[config.mk]
export PLATFORM = sky130hd
export DESIGN_NAME = averaged_light_switch_with_dwell
export DESIGN_NICKNAME = d
export VERILOG_FILES = /design/src/design/alsd_pkg.sv /design/src/design/averaged_light_switch_with_dwell.sv /design/src/design/alsd_ram.sv /design/src/design/alsd_window.sv /design/src/design/alsd_div.sv /design/src/design/alsd_ctrl.sv
export SDC_FILE = /design/constraint.sdc
export NUM_CORES = 1
export LEC_CHECK = 0
export BUFFER_PORTS_ARGS = -buffer_cell sky130_fd_sc_hd__buf_2
export CORE_ASPECT_RATIO = 1.75
export CORE_MARGIN = 2
export CORE_UTILIZATION = 40
export DETAILED_ROUTE_END_ITERATION = 8
export PLACE_DENSITY = 0.61
export SYNTH_ARGS = -nofsm -noshare
export SYNTH_HDL_FRONTEND = slang
export SYNTH_HIERARCHICAL = 1
export SYNTH_SLANG_ARGS = --single-unit
[constraint.sdc]
create_clock -name clk -period 5.2 [get_ports clk]
set_input_delay 1.04 -clock clk [delete_from_list [all_inputs] [get_ports clk]]
set_output_delay 1.04 -clock clk [all_outputs]
set_load 0.02 [all_outputs]
[src/design/alsd_pkg.sv]
// alsd_pkg: shared types and constants for the averaged light switch.
// Holds the mode enum, event and register codes, reset values, and the
// per-item tag that travels down the pipeline. No dependencies.
package alsd_pkg;

	typedef enum logic [1:0] {
		MODE_OFF      = 2'd0,
		MODE_ON_HOLD  = 2'd1,
		MODE_ON       = 2'd2,
		MODE_OFF_HOLD = 2'd3
	} mode_t;

	typedef logic [1:0] event_t;
	localparam event_t EV_NONE = 2'd0;
	localparam event_t EV_ON   = 2'd1;
	localparam event_t EV_OFF  = 2'd2;

	typedef logic [1:0] cfg_idx_t;
	localparam cfg_idx_t CFG_THRESHOLD = 2'd0;
	localparam cfg_idx_t CFG_ON_HOLD   = 2'd1;
	localparam cfg_idx_t CFG_OFF_HOLD  = 2'd2;

	localparam logic [15:0] THRESHOLD_RST = 16'd2000;
	localparam logic [7:0]  ON_HOLD_RST   = 8'd50;
	localparam logic [7:0]  OFF_HOLD_RST  = 8'd100;

	// Tag carried alongside each word: its tick stamp and whether the ring
	// is full once this word is in, i.e. whether this word makes a decision.
	typedef struct packed {
		logic [31:0] stamp;
		logic        decide;
	} meta_t;

endpackage

[src/design/averaged_light_switch_with_dwell.sv]
// averaged_light_switch_with_dwell: moving-average light switch, top level.
// Path: the accepting edge loads s1; s2, s3 and the result register load in that order.
// Throughput: one word per cycle unless out_ready stalls; stages advance independently.
// Reset (arst_n low): threshold 2000, holds 50/100, ring empty, mode off, tick count 0.
// The ring RAM needs no clearing pass: slots not yet written count as zero.
// Depends on alsd_pkg, alsd_window, alsd_div, alsd_ctrl.
module averaged_light_switch_with_dwell #(
	parameter int WINDOW = 20
) (
	input  logic        clk,
	input  logic        arst_n,
	// sample channel
	input  logic        in_valid,
	output logic        in_ready,
	input  logic [15:0] sample,
	// result channel
	output logic        out_valid,
	input  logic        out_ready,
	output logic        light_on,
	output logic [1:0]  event_res,
	output logic [31:0] stamp,
	output logic [15:0] average,
	output logic        average_valid,
	// configuration channel
	input  logic        cfg_valid,
	output logic        cfg_ready,
	input  logic [1:0]  cfg_index,
	input  logic [15:0] cfg_data
);

	// Sum of a full window of 16-bit words.
	localparam int SUM_W = 16 + $clog2(WINDOW);

	// Configuration registers
	logic [15:0] threshold_q;
	logic [7:0]  on_hold_q;
	logic [7:0]  off_hold_q;

	assign cfg_ready = 1'b1;

	always_ff @(posedge clk or negedge arst_n) begin
		if (!arst_n) begin
			threshold_q <= alsd_pkg::THRESHOLD_RST;
			on_hold_q   <= alsd_pkg::ON_HOLD_RST;
			off_hold_q  <= alsd_pkg::OFF_HOLD_RST;
		end else if (cfg_valid) begin
			case (cfg_index)
				alsd_pkg::CFG_THRESHOLD: threshold_q <= cfg_data;
				alsd_pkg::CFG_ON_HOLD:   on_hold_q   <= cfg_data[7:0];
				alsd_pkg::CFG_OFF_HOLD:  off_hold_q  <= cfg_data[7:0];
				default: ;
			endcase
		end
	end

	// Pipeline flow control. Each stage loads when it is empty or its
	// contents move on, so an output stall only backs up full stages.
	//   s1: displaced ring word arrives, running sum updated
	//   s2: sum registered
	//   s3: product registered, average and mode decided
	//   out: result register
	logic valid_s1, valid_s2, valid_s3, out_valid_q;
	logic load_s1, load_s2, load_s3, load_out;
	logic accept;

	assign load_out = !out_valid_q || out_ready;
	assign load_s3  = !valid_s3 || load_out;
	assign load_s2  = !valid_s2 || load_s3;
	assign load_s1  = !valid_s1 || load_s2;
	assign in_ready = load_s1;
	assign accept   = in_valid && load_s1;

	always_ff @(posedge clk or negedge arst_n) begin
		if (!arst_n) begin
			valid_s1    <= 1'b0;
			valid_s2    <= 1'b0;
			valid_s3    <= 1'b0;
			out_valid_q <= 1'b0;
		end else begin
			if (load_s1)  valid_s1    <= in_valid;
			if (load_s2)  valid_s2    <= valid_s1;
			if (load_s3)  valid_s3    <= valid_s2;
			if (load_out) out_valid_q <= valid_s3;
		end
	end

	// Ring, tick counter and running sum
	logic [SUM_W-1:0] sum_nxt;
	alsd_pkg::meta_t  meta_s1, meta_s2, meta_s3;

	alsd_window #(.WINDOW(WINDOW), .SUM_W(SUM_W)) u_window (
		.clk    (clk),
		.arst_n (arst_n),
		.accept (accept),
		.load_s1(load_s1),
		.fire_s1(valid_s1 && load_s2),
		.sample (sample),
		.sum_nxt(sum_nxt),
		.meta_s1(meta_s1)
	);

	always_ff @(posedge clk) begin
		if (load_s2) meta_s2 <= meta_s1;
		if (load_s3) meta_s3 <= meta_s2;
	end

	// Average by constant reciprocal
	logic [15:0] avg_s3;

	alsd_div #(.WINDOW(WINDOW), .SUM_W(SUM_W)) u_div (
		.clk    (clk),
		.load_s2(load_s2),
		.load_s3(load_s3),
		.sum_in (sum_nxt),
		.average(avg_s3)
	);

	// Mode machine; its state advances as the word leaves s3
	logic             light_on_d;
	alsd_pkg::event_t event_d;

	alsd_ctrl u_ctrl (
		.clk           (clk),
		.arst_n        (arst_n),
		.fire          (valid_s3 && load_out),
		.decide        (meta_s3.decide),
		.average       (avg_s3),
		.threshold     (threshold_q),
		.on_hold_ticks (on_hold_q),
		.off_hold_ticks(off_hold_q),
		.light_on      (light_on_d),
		.event_res     (event_d)
	);

	// Result register; average reads zero until the ring is full
	always_ff @(posedge clk) begin
		if (load_out) begin
			light_on      <= light_on_d;
			event_res     <= event_d;
			stamp         <= meta_s3.stamp;
			average       <= meta_s3.decide ? avg_s3 : 16'd0;
			average_valid <= meta_s3.decide;
		end
	end

	assign out_valid = out_valid_q;

endmodule

[src/design/alsd_ram.sv]
// alsd_ram: generic simple dual-port RAM, one write and one read port.
// Read data is registered and returns the old contents on a same-address write.
// No dependencies.
module alsd_ram #(
	parameter int WIDTH = 16,
	parameter int DEPTH = 20
) (
	input  logic                     clk,
	input  logic                     we,
	input  logic [$clog2(DEPTH)-1:0] waddr,
	input  logic [WIDTH-1:0]         wdata,
	input  logic                     re,
	input  logic [$clog2(DEPTH)-1:0] raddr,
	output logic [WIDTH-1:0]         rdata
);

	logic [WIDTH-1:0] mem_q [DEPTH];

	always_ff @(posedge clk) begin
		if (we) begin
			mem_q[waddr] <= wdata;
		end
		if (re) begin
			rdata <= mem_q[raddr];
		end
	end

endmodule

[src/design/alsd_window.sv]
// alsd_window: sample ring, fill tracking, tick counter and running sum.
// Depends on alsd_pkg and alsd_ram.
module alsd_window #(
	parameter int WINDOW = 20,
	parameter int SUM_W  = 21
) (
	input  logic               clk,
	input  logic               arst_n,
	input  logic               accept,
	input  logic               load_s1,
	input  logic               fire_s1,
	input  logic [15:0]        sample,
	output logic [SUM_W-1:0]   sum_nxt,
	output alsd_pkg::meta_t    meta_s1
);

	localparam int SLOT_W = $clog2(WINDOW);
	localparam logic [SLOT_W-1:0] LAST_SLOT = SLOT_W'(WINDOW - 1);

	logic [SLOT_W-1:0] slot_q;
	logic [SLOT_W-1:0] fill_q;
	logic              wrapped_q;
	logic [31:0]       tick_q;
	logic [SUM_W-1:0]  running_sum_q;
	logic [15:0]       sample_s1;
	logic              old_ok_s1;
	logic [15:0]       old_rd;
	logic [15:0]       old_val;

	// Write the new word and fetch the one it displaces in the same cycle.
	alsd_ram #(.WIDTH(16), .DEPTH(WINDOW)) u_ring (
		.clk  (clk),
		.we   (accept),
		.waddr(slot_q),
		.wdata(sample),
		.re   (accept),
		.raddr(slot_q),
		.rdata(old_rd)
	);

	always_ff @(posedge clk or negedge arst_n) begin
		if (!arst_n) begin
			slot_q    <= '0;
			fill_q    <= '0;
			wrapped_q <= 1'b0;
			tick_q    <= '0;
		end else if (accept) begin
			tick_q <= tick_q + 32'd1;
			if (slot_q == LAST_SLOT) begin
				slot_q    <= '0;
				wrapped_q <= 1'b1;
			end else begin
				slot_q <= slot_q + 1'b1;
			end
			if (fill_q != LAST_SLOT) begin
				fill_q <= fill_q + 1'b1;
			end
		end
	end

	always_ff @(posedge clk) begin
		if (load_s1) begin
			sample_s1      <= sample;
			old_ok_s1      <= wrapped_q;
			meta_s1.stamp  <= tick_q + 32'd1;
			meta_s1.decide <= (fill_q == LAST_SLOT);
		end
	end

	// Slots not yet written since reset count as zero.
	assign old_val = old_ok_s1 ? old_rd : 16'd0;
	assign sum_nxt = running_sum_q - SUM_W'(old_val) + SUM_W'(sample_s1);

	always_ff @(posedge clk or negedge arst_n) begin
		if (!arst_n) begin
			running_sum_q <= '0;
		end else if (fire_s1) begin
			running_sum_q <= sum_nxt;
		end
	end

endmodule

[src/design/alsd_div.sv]
// alsd_div: window average by reciprocal multiply, two register stages.
// Exact floor(sum / WINDOW) for every sum below 2^SUM_W whose quotient fits 16 bits. No dependencies.
module alsd_div #(
	parameter int WINDOW = 20,
	parameter int SUM_W  = 21
) (
	input  logic             clk,
	input  logic             load_s2,
	input  logic             load_s3,
	input  logic [SUM_W-1:0] sum_in,
	output logic [15:0]      average
);

	localparam int    L_W    = $clog2(WINDOW);
	localparam int    SH     = SUM_W + L_W;
	localparam int    REC_W  = SUM_W + 2;
	localparam int    PROD_W = SUM_W + REC_W;
	localparam longint RECIP_L = ((64'd1 << SH) + WINDOW - 1) / WINDOW;
	localparam logic [REC_W-1:0] RECIP = REC_W'(RECIP_L);

	logic [SUM_W-1:0]  sum_s2;
	logic [PROD_W-1:0] prod_s3;

	always_ff @(posedge clk) begin
		if (load_s2) begin
			sum_s2 <= sum_in;
		end
		if (load_s3) begin
			prod_s3 <= PROD_W'(sum_s2) * PROD_W'(RECIP);
		end
	end

	assign average = prod_s3[SH +: 16];

endmodule

[src/design/alsd_ctrl.sv]
// alsd_ctrl: four-mode switch machine with hold counter.
// Depends on alsd_pkg.
module alsd_ctrl (
	input  logic                clk,
	input  logic                arst_n,
	input  logic                fire,
	input  logic                decide,
	input  logic [15:0]         average,
	input  logic [15:0]         threshold,
	input  logic [7:0]          on_hold_ticks,
	input  logic [7:0]          off_hold_ticks,
	output logic                light_on,
	output alsd_pkg::event_t    event_res
);

	alsd_pkg::mode_t mode_q, mode_d;
	logic [7:0]      hold_q, hold_d;
	logic [7:0]      hold_inc;
	logic            below, above;

	assign below    = average < threshold;
	assign above    = average > threshold;
	assign hold_inc = hold_q + 8'd1;

	// next state
	always_comb begin
		mode_d = mode_q;
		hold_d = hold_q;
		if (decide) begin
			case (mode_q)
				alsd_pkg::MODE_OFF: begin
					if (below) mode_d = alsd_pkg::MODE_ON_HOLD;
				end
				alsd_pkg::MODE_ON_HOLD: begin
					hold_d = hold_inc;
					if (hold_inc == on_hold_ticks) begin
						hold_d = 8'd0;
						mode_d = above ? alsd_pkg::MODE_OFF_HOLD : alsd_pkg::MODE_ON;
					end
				end
				alsd_pkg::MODE_ON: begin
					if (above) mode_d = alsd_pkg::MODE_OFF_HOLD;
				end
				alsd_pkg::MODE_OFF_HOLD: begin
					hold_d = hold_inc;
					if (hold_inc == off_hold_ticks) begin
						hold_d = 8'd0;
						mode_d = below ? alsd_pkg::MODE_ON_HOLD : alsd_pkg::MODE_OFF;
					end
				end
				default: begin
					mode_d = alsd_pkg::MODE_OFF;
				end
			endcase
		end
	end

	// outputs: an event is any entry into a hold from elsewhere
	always_comb begin
		light_on  = (mode_d == alsd_pkg::MODE_ON_HOLD) || (mode_d == alsd_pkg::MODE_ON);
		event_res = alsd_pkg::EV_NONE;
		if (mode_d == alsd_pkg::MODE_ON_HOLD && mode_q != alsd_pkg::MODE_ON_HOLD) begin
			event_res = alsd_pkg::EV_ON;
		end else if (mode_d == alsd_pkg::MODE_OFF_HOLD &&
				mode_q != alsd_pkg::MODE_OFF_HOLD) begin
			event_res = alsd_pkg::EV_OFF;
		end
	end

	always_ff @(posedge clk or negedge arst_n) begin
		if (!arst_n) begin
			mode_q <= alsd_pkg::MODE_OFF;
			hold_q <= 8'd0;
		end else if (fire) begin
			mode_q <= mode_d;
			hold_q <= hold_d;
		end
	end

endmodule

==> summary.txt, run 1 <==
GRT
  • Grt total ovfl: 0
  • Vias in the first global route: between 20000 and 25000
  • First-pass GRT wire length: 127600 um
  • Largest net degree at the start of global routing: 82
  • Total Routing Usage GR: 19.17%
  • Antenna violations before repair: 2

Yosys
  • Post-Syn Area: 0.03454 mm^2
  • Async set-or-reset flop fraction in the synthesized netlist: about 17%
  • YS warnings: 6
  • #FFs+latches synth: 651
  • Most used DFF post-synth: edfxtp_1
  • Synthesized instance count: 2493
  • EDFF count, synth: 541
  • Distinct cells, synth: 101
  • Register area share after synthesis: ~55%
  • Post-synth top area share: 47.03%
  • Largest cells by area after synthesis: edfxtp_1 (47%), ha_1 (8.9%), fa_1 (8.8%)
  • Avg Cell Area, Syn: 13.86 um^2
  • Largest area contributor in the netlist: edfxtp_1
  • Synth Net Count: 2928

Worst hold path
  • Hold_sp: meta_s3[20]
  • Hold Crit Class: flip-flop to flip-flop

Timing
  • Clock skew: 0.04113 ns
  • Final Hold Fails: 0
  • Worst-Margin Slew: 1.241 ns
  • Final Cycle Share: 113.7%
  • Unrepaired setup endpoints after global routing: true
  • Total negative slack: -9.195 ns
  • Slew Viols, Final: 0
  • Max-slew headroom: 16.99%
  • Final setup margin: -0.7125 ns
  • Post-layout min period: 5.913 ns
  • Final setup viols: 16
  • Max frequency: 169.1 MHz

Die
  • I/O pin count: 94
  • Die height: 392.7 um
  • Chip Width: 226.1 um
  • Core area: approximately 0.086 mm^2
  • Die ar.: 0.08881 mm^2
  • Site Rows: 142
  • Initial Util: 40.33%

Final layout
  • Nets: 3211
  • Fillers: 7639
  • Area growth from synthesis to layout: 16.74%
  • Sequential standard cell area: 0.01902 mm^2
  • Share of cells above drive strength 1: 21.81%
  • Diode count: 0
  • Multi-input logic area: 0.01468 mm^2

Worst setup path
  • Crit. Startpoint: u_div/sum_s2[10]
  • Crit-path max FO: 3
  • Critical Path RT: 5.56 ns
  • Reg2reg start: u_div/sum_s2[10]
  • CP arrival: 6.27 ns
  • Crit. End Element: flip-flop
  • Crit Path Class: flip-flop to flip-flop
  • Worst setup SP type: flip-flop

Clock tree
  • Sinks on Clock Net: 651
  • Worst-path clk slew: 0.06 ns
  • CTS tree: done
  • H-tree depth: 2
  • Post-CTS Hold Buffers: 0
  • Root buf cell: clkbuf_16
  • Clock insertion delay at the later pin of the skew report: 0.66 ns
  • CTS Buf Count: 60
  • Clock buffer depth: 3

Drt
  • Pre-antenna DRT Iters: 5
  • Routed Antenna Nets: 0
  • Post-detailed-route wirelength per cell: 21.03 um
  • Vias/cell: 5.123
  • Total wire length: about 84000 um
  • Total number of vias: 20370
  • DRT iter0 DRCs: 1170
  • Residual DRC: 0

Status
  • Status: finished, violations left
  • Failing checks: negative setup slack

Placed design
  • GP Congestion: ~0.92
  • Number of port buffers: between 90 and 100
  • Dpl hpwl: 63510 um

Flow run
  • # Max-Cap Violations: 0
cells in the final DEF, fill, tap and decap left out, types with 27 or more instances in the layout:
cell / count
o21ai_0: 62
buf_2: 91
fa_1: 143
o22ai_1: 27
mux2i_1: 100
xor2_1: 57
and2_1: 48
a21oi_1: 52
edfxtp_1: 541
ha_1: 200
nand3_1: 39
dfrtp_1: 97
clkbuf_16: 60
buf_4: 185
inv_1: 301
nand2_1: 96
nand4_1: 46
nor2_1: 62
xnor2_1: 78
ha_4: 39
mux2_2: 72
flip-flops by register name (all words and copies together), names as in the netlist, 2 cells and up:
signal                  count
u_window/fill_q             5
u_window/tick_q            32
average                    16
u_div/prod_s3              16
u_window/sample_s1         16
threshold_q                16
on_hold_q                   8
u_window/meta_s1           33
u_div/sum_s2               21
u_window/u_ring/rdata      16
meta_s3                    33
u_ctrl/mode_q               2
u_ctrl/hold_q               8
stamp                      32
u_window/running_sum_q     21
event_res                   2
u_window/slot_q             5
off_hold_q                  8
u_window/u_ring/mem_q     320
meta_s2                    33
cells in the mapped netlist (all sizes together) (8+ instances only):
| library cell | n |
|---|---|
| and4 | 8 |
| nand3 | 42 |
| a21o | 26 |
| mux4 | 15 |
| mux2i | 100 |
| o21ai | 88 |
| nand4 | 48 |
| xnor2 | 79 |
| nor3 | 18 |
| o211ai | 12 |
| inv | 315 |
| dfrtp | 98 |
| or3 | 10 |
| xor2 | 62 |
| mux2 | 77 |
| a211oi | 22 |
| clkbuf | 26 |
| nand2 | 99 |
| and3 | 15 |
| ha | 245 |
| and2 | 48 |
| nor2b | 8 |
| nand2b | 12 |
| edfxtp | 541 |
| a22oi | 17 |
| dfstp | 12 |
| o22ai | 29 |
| fa | 151 |
| o21bai | 9 |
| a21oi | 55 |
| nor2 | 67 |
| buf | 44 |
final cells by class:
class	instances	share of cell area, %
multi-input combinational	1457	36.41
clock buffer	71	3.876
inverter	315	2.932
timing repair buffer	291	5.036
sequential	651	47.16
clock inverter	40	1.012
tap	1152	3.575
logic make-up (layout without fill, tap and decap cells):
logic type      after synthesis  count (layout)  synth area share (%)
compound gates              317             317                 6.191
mux                         192             192                 6.386
buf+inv                     385             717                 4.575
other cells                   1               1               0.01086
fa+ha+maj                   396             396                 17.63
flops                       651             651                 55.05
simple gates                408             408                 6.459
xor+xnor                    143             143                 3.706
worst max-delay path: stages, from the launching register on:
cell	delay [ns]
edfxtp_1	0.44
ha_4	0.28
buf_4	0.14
ha_1	0.29
fa_1	0.51
fa_1	0.45
fa_1	0.52
fa_1	0.52
inv_1	0.05
fa_2	0.57
inv_2	0.06
ha_4	0.27
nand4_1	0.16
o41ai_2	0.40
o211ai_1	0.22
o2111ai_4	0.12
nor3b_4	0.32
or4_4	0.21
o311ai_4	0.09
stage by stage:
stage | hold WS, ns | utilization (%) | worst slack (ns) | cells | area [um^2]
2_1_floorplan | 0.4003 | - | -0.2887 | 2493 | 34810
3_3_place_gp | 0.4016 | 43.90 | -0.7265 | 3833 | 37600
3_5_place_dp | 0.4045 | 43.90 | -0.7782 | 3833 | 37600
4_1_cts | 0.4181 | 46.73 | -0.6139 | 3968 | 40020
5_1_grt | 0.4215 | 47.08 | -0.8561 | 3977 | 40320
6_report | 0.4170 | 47.08 | -0.7125 | 3977 | 40320
repair_timing:
action / in CTS / in global routing
setup endpoints to repair: 16 / 16
gates cloned: 0 / 0
buffers inserted: 25 / 10
resized for setup: 48 / 41
pin swaps: 48 / 42
final timing paths:
check	to	cells after the start	slack, ns
min in group asynchronous	u_window/running_sum_q[17]	1	0.47
max	u_div/prod_s3[40]	18	-0.71
min reg2reg	stamp[19]	0	0.42
min	stamp[19]	0	0.42
max reg2reg	u_div/prod_s3[40]	18	-0.71
max in group asynchronous	on_hold_q[4]	2	3.82
metal layers:
metal	global-route usage, %	part of all wire, %	wire length (um)	up-vias
met2	38.77	57	48070	408
li1	-	-	-	9477
met4	10.12	5.9	4958	2
met3	2.578	3.1	2627	186
met1	18.24	33	27980	10300
met5	0	0.018	15	-
Power of run 1 is not shown: default switching activity piles up to over one toggle a cycle in this logic, so the estimate is an artifact.
==> run 2, diff against run 1 <==
- MAX_ROUTING_LAYER: default -> met4
- SKIP_CTS_REPAIR_TIMING: default -> 1
==> run 2 against run 1 <==
  * The run still ends with negative setup slack left
  * Register-to-register slack worse by 0.06 ns
  * Sequential share of layout area increased by 0.35 points
  * Wire length fell by 0.93%
  * Final area down 0.73%
  * Critical path depth decreased by 1
  * Worst setup slack worse by 0.056 ns
  * Worst hold slack about the same
  * Die area unchanged
  * Global-route usage rose by 0.53 points
  * Critical path type unchanged
==> summary.txt, run 2 (synthesized netlist as in run 1, its figures left out) <==
Worst setup path
  • Crit-path max FO: 5 (+2)
  • Crit. End Element: flip-flop
  • Crit Path Class: flip-flop to flip-flop
  • Critical Path RT: 5.56 ns (about the same)
  • Worst setup SP type: flip-flop
  • CP arrival: 6.33 ns (+0.06 ns)
  • Worst-case reg-to-reg path depth: 17 (-1)

Timing
  • Final setup viols: 16 (unchanged)
  • Max frequency: 167.6 MHz (-0.93%)
  • Post-layout min period: 5.968 ns (+0.05571 ns)
  • Worst-Margin Slew: 1.216 ns (-0.02425 ns)
  • Final setup margin: -0.7683 ns (-0.05571 ns)
  • Slew Viols, Final: 0 (unchanged)
  • Max-slew headroom: 18.61% (+1.6 points)
  • Final Cycle Share: 114.8% (+1.1 points)
  • Unrepaired setup endpoints after global routing: true
  • Clock skew: 0.03731 ns (-0.003826 ns)
  • Final Hold Fails: 0 (unchanged)

GRT
  • Total Routing Usage GR: 19.69% (+0.53 points)
  • Grt total ovfl: 0 (unchanged)
  • Largest net degree at the start of global routing: 78 (-4.9%)
  • Antenna violations before repair: 1 (-1)
  • Vias in the first global route: 21920 (-0.68%)
  • First-pass GRT wire length: 127200 um (-0.31%)

Placed design
  • GP Congestion: 0.9443 (+2.7%)
  • Dpl hpwl: 63170 um (-0.54%)
  • Number of port buffers: 92 (unchanged)

Drt
  • Post-detailed-route wirelength per cell: 20.91 um (-0.58%)
  • Routed Antenna Nets: 0 (unchanged)
  • Vias/cell: 5.089 (-0.66%)
  • Residual DRC: 0 (unchanged)
  • Total number of vias: 20170 (-1.0%)
  • Pre-antenna DRT Iters: 5 (unchanged)
  • DRT iter0 DRCs: 1048 (-10%)
  • Total wire length: 82870 um (-0.93%)

Die
  • Die ar.: 0.08881 mm^2 (unchanged)
  • Die height: 392.7 um (unchanged)
  • I/O pin count: 94 (unchanged)
  • Initial Util: 40.33% (unchanged)
  • Core area: 0.08564 mm^2 (unchanged)
  • Site Rows: 142 (unchanged)
  • Chip Width: 226.1 um (unchanged)

Final layout
  • Nets: 3193 (-0.56%)
  • Util after Layout: 46.74% (-0.34 points)
  • Share of cells above drive strength 1: 19.93% (-1.9 points)
  • Most frequent cells in the layout: edfxtp_1 (541), inv_1 (311), ha_1 (217)
  • Area growth from synthesis to layout: 15.88%
  • Reg with most FFs: u_window/u_ring/mem_q
  • Leading cell type in the layout, fill and taps excluded: edfxtp_1
  • Largest register FFs: 320 (unchanged)

Clock tree
  • CTS tree: done
  • Worst-path clk slew: 0.06 ns (about the same)
  • Root buf cell: clkbuf_16
  • CTS Buf Count: 61 (+1.7%)
  • H-tree depth: 2 (unchanged)
  • Clock insertion delay at the later pin of the skew report: 0.66 ns (about the same)
  • Sinks on Clock Net: 651 (unchanged)
  • Clock buffer depth: 3 (unchanged)

Worst hold path
  • Hold Crit Class: flip-flop to flip-flop
  • Hold-critical path depth: 0 (unchanged)

Status
  • Failing checks: negative setup slack
  • Status: finished, violations left

Flow run
  • # Max-Cap Violations: 0 (unchanged)
==> run 2: cell count changes in the layout (fill, tap and decap cells not counted), sizes merged <==
cell	change
bufinv	+5
clkbuf	-1
inv	+2
diode	+1
buf	-19
clkinvlp	+1
clkinv	-3
==> run 2: stage by stage <==
step | setup TNS (ns) | cells | instance area (um^2) | worst slack, ns | hold slack (ns)
2_1_floorplan | -2.946 | 2493 | 34810 | -0.2887 | 0.4003
3_3_place_gp | -10.08 | 3831 | 37580 | -0.7588 | 0.4012
3_5_place_dp | -11.20 | 3831 | 37580 | -0.8386 | 0.4045
4_1_cts | -11.84 | 3946 | 39700 | -0.8917 | 0.4181
5_1_grt | -13.24 | 3963 | 40030 | -1.017 | 0.4212
6_report | -10.10 | 3963 | 40030 | -0.7683 | 0.4173
==> run 2: area by class of cell <==
class                   instances  area [um^2]
clock buffers                  70         1570
diodes                          1        2.502
fillers                      7668        45610
clock inverters                45        549.3
well taps                    1152         1441
flip-flops and latches        651        19020
repair buffers                272         1869
multi-input cells            1457        14400
inverters                     315         1182
==> run 2: final timing paths <==
path	from	end	slack, ns
worst max register to register	u_div/sum_s2[2]	u_div/prod_s3[40]	-0.77
worst min-delay path	meta_s3[6]	stamp[5]	0.42
max in group asynchronous	arst_n	u_ctrl/mode_q[1]	3.56
worst max-delay path	u_div/sum_s2[2]	u_div/prod_s3[40]	-0.77
worst min register to register	meta_s3[6]	stamp[5]	0.42
min in group asynchronous	arst_n	threshold_q[5]	0.48
==> run 2: critical path, stage by stage, from the launching register on <==
cell and delay (ns):
edfxtp_1 0.53, buf_4 0.21, ha_1 0.37, buf_4 0.21, ha_1 0.32, fa_1 0.56, fa_1 0.45, fa_1 0.55
inv_1 0.05, fa_1 0.63, inv_1 0.11, ha_4 0.29, nand4_1 0.15, or3b_4 0.47, o2111ai_4 0.25, nor3b_4 0.27
or4_4 0.17, o311ai_2 0.09
==> run 2: per-layer routing <==
metal / GRT usage, % / part of all wire [%] / routed length [um]
met1: 18.52 / 34 / 28120
met4: 9.581 / 5.7 / 4728
met2: 38.93 / 57 / 47610
met3: 2.084 / 2.9 / 2413
met5: - / 0 / 0
Power of run 2 is left out for the same reason.
==> run 3, diff against run 2 <==
- CAP_MARGIN: default -> 10
- PLACE_DENSITY: 0.61 -> 0.65
==> run 3 against run 2 <==
  * The flow still finishes with violations (negative setup slack)
  * Worst setup slack improved by 0.030 ns
  * Clock skew increased by 0.017 ns
  * Final cell count up 0.25%
  * Wire length fell by 1.6%
  * Count of clock-buffer cells in the layout did not move
  * Flip-flop and latch count is the same
  * Final area rose by 1.0%
  * Die area unchanged
  * Register-to-register slack improved by 0.03 ns
==> summary.txt, run 3 (synthesized netlist as in run 1, its figures left out) <==
Status
  • Status: finished, violations left
  • Failing checks: negative setup slack

Drt
  • Routed Antenna Nets: 0 (unchanged)
  • Total wire length: 81550 um (-1.6%)
  • Total number of vias: 20400 (+1.1%)
  • Post-detailed-route wirelength per cell: 20.53 um (-1.8%)
  • Pre-antenna DRT Iters: 5 (unchanged)
  • Residual DRC: 0 (unchanged)
  • DRT iter0 DRCs: 932 (-11%)
  • Vias/cell: 5.134 (+0.88%)

Timing
  • Final Hold Fails: 0 (unchanged)
  • Clock skew: 0.05384 ns (+0.01654 ns)
  • Slew Viols, Final: 0 (unchanged)
  • Unrepaired setup endpoints after global routing: true
  • Max-slew headroom: 21.14% (+2.5 points)
  • Hold_ws: 0.4121 ns (-0.005237 ns)
  • Final setup margin: -0.7386 ns (+0.02966 ns)
  • Worst-Margin Slew: 1.178 ns (-0.03788 ns)
  • Max frequency: 168.4 MHz (+0.50%)
  • Post-layout min period: 5.939 ns (-0.02966 ns)
  • Final setup viols: 16 (unchanged)
  • Final Cycle Share: 114.2% (-0.57 points)

Placed design
  • GP Congestion: 0.9594 (+1.6%)
  • Dpl hpwl: 62250 um (-1.4%)
  • Placement Cell Area: 0.03758 mm^2 (about the same)
  • Number of port buffers: 92 (unchanged)
  • Pre-CTS setup slack: -0.9038 ns (-0.06523 ns)
  • DP Cell Count: 3829 (-0.052%)

Worst setup path
  • CP cell instances: buf_6 > ha_2 > xor2_2 > ha_1 > or2_2 > fa_1 > fa_2 > fa_1 > fa_1 > ha_4 > ha_4 > nor3_2 > o211ai_1 > o211ai_1 > o2111ai_4 > nor3b_4 > or4_1 > o311ai_2
  • Peak per-stage delay on the critical path: 0.59 ns (-0.04 ns)
  • Most used cell, CP: fa_1
  • CP arrival: 6.39 ns (+0.06 ns)
  • Delay-heaviest family, CP: adder cells
  • Crit. End Element: flip-flop
  • Slowest-stage cell, CP: fa_2
  • CP Buf/Inv Count: 1 (-3)
  • Critical Path RT: 5.65 ns (+0.09 ns)
  • Crit-path max FO: 5 (unchanged)
  • Crit Path Class: flip-flop to flip-flop
  • Worst setup SP type: flip-flop

Final layout
  • Leading cell type in the layout, fill and taps excluded: edfxtp_1
  • Most frequent cells in the layout: edfxtp_1 (541), inv_1 (299), ha_1 (199)
  • Fin area: 0.04043 mm^2 (+1.0%)
  • Area growth from synthesis to layout: 17.05%
  • Reg with most FFs: u_window/u_ring/mem_q
  • Nets: 3203 (+0.31%)
  • Cell Count, Final, Fillers Out: 3973 (+0.25%)
  • Share of cells above drive strength 1: 21.99% (+2.1 points)
  • Largest register FFs: 320 (unchanged)

Clock tree
  • Worst-path clk slew: 0.07 ns (about the same)
  • Sinks on Clock Net: 651 (unchanged)
  • CTS tree: done
  • CTS Buf Count: 61 (unchanged)
  • Clock buffer depth: 3 (unchanged)
  • Root buf cell: clkbuf_16
  • H-tree depth: 2 (unchanged)
  • Clock insertion delay at the later pin of the skew report: 0.66 ns (about the same)

Die
  • Die height: 392.7 um (unchanged)
  • Chip Width: 226.1 um (unchanged)
  • Site Rows: 142 (unchanged)
  • Initial Util: 40.33% (unchanged)
  • Die ar.: 0.08881 mm^2 (unchanged)
  • Core area: 0.08564 mm^2 (unchanged)
  • I/O pin count: 94 (unchanged)

GRT
  • Largest net degree at the start of global routing: 70 (-10%)
  • Antenna violations before repair: 1 (unchanged)
  • First-pass GRT wire length: 125400 um (-1.4%)
  • Grt total ovfl: 0 (unchanged)
  • Total Routing Usage GR: 19.20% (-0.49 points)
  • Vias in the first global route: 22340 (+1.9%)

Flow run
  • # Max-Cap Violations: 0 (unchanged)

Worst hold path
  • Hold Crit Class: flip-flop to flip-flop
run 3: cell types whose count changed in the layout (fill, tap and decap cells not counted), moves of 8 or more:
cell / change
ha_1: -18
ha_4: +18
clkinv_1: -8
inv_1: -12
clkinv_2: +11
inv_2: +12
run 3: path summary, 6_finish.rpt:
| path | startpoint | endpoint | slack, ns | cells past startpoint |
|---|---|---|---|---|
| min | u_window/meta_s1[16] | meta_s2[16] | 0.41 | 0 |
| max reg2reg | u_div/sum_s2[2] | u_div/prod_s3[40] | -0.74 | 18 |
| max in group asynchronous | arst_n | u_window/tick_q[4] | 3.61 | 2 |
| min in group asynchronous | arst_n | valid_s1 | 0.55 | 1 |
| max | u_div/sum_s2[2] | u_div/prod_s3[40] | -0.74 | 18 |
| min reg2reg | u_window/meta_s1[16] | meta_s2[16] | 0.41 | 0 |
run 3: per-stage QoR:
step / TNS [ns] / util [%]
detailed placement: -12.39 / 43.88
global placement: -10.52 / 43.88
CTS: -12.69 / 46.35
finish: -9.384 / 47.21
global route: -12.14 / 47.21
floorplan: -2.946 / -
run 3: cell type report:
type,instances,area [um^2]
clock inverter,45,540.5
antenna,1,2.502
clock buffer,70,1570
timing repair buffer,282,1993
inverter,315,1182
multi-input combinational,1457,14680
sequential,651,19020
tap,1152,1441
fill,7503,45210
run 3: per-layer routing:
layer,global-route usage (%),share of wire [%],up-vias
li1,-,-,9468
met2,37.72,57,488
met5,-,0,-
met4,10.50,6.3,0
met3,2.069,3.0,222
met1,17.78,34,10220
Power of run 3 is left out for the same reason.
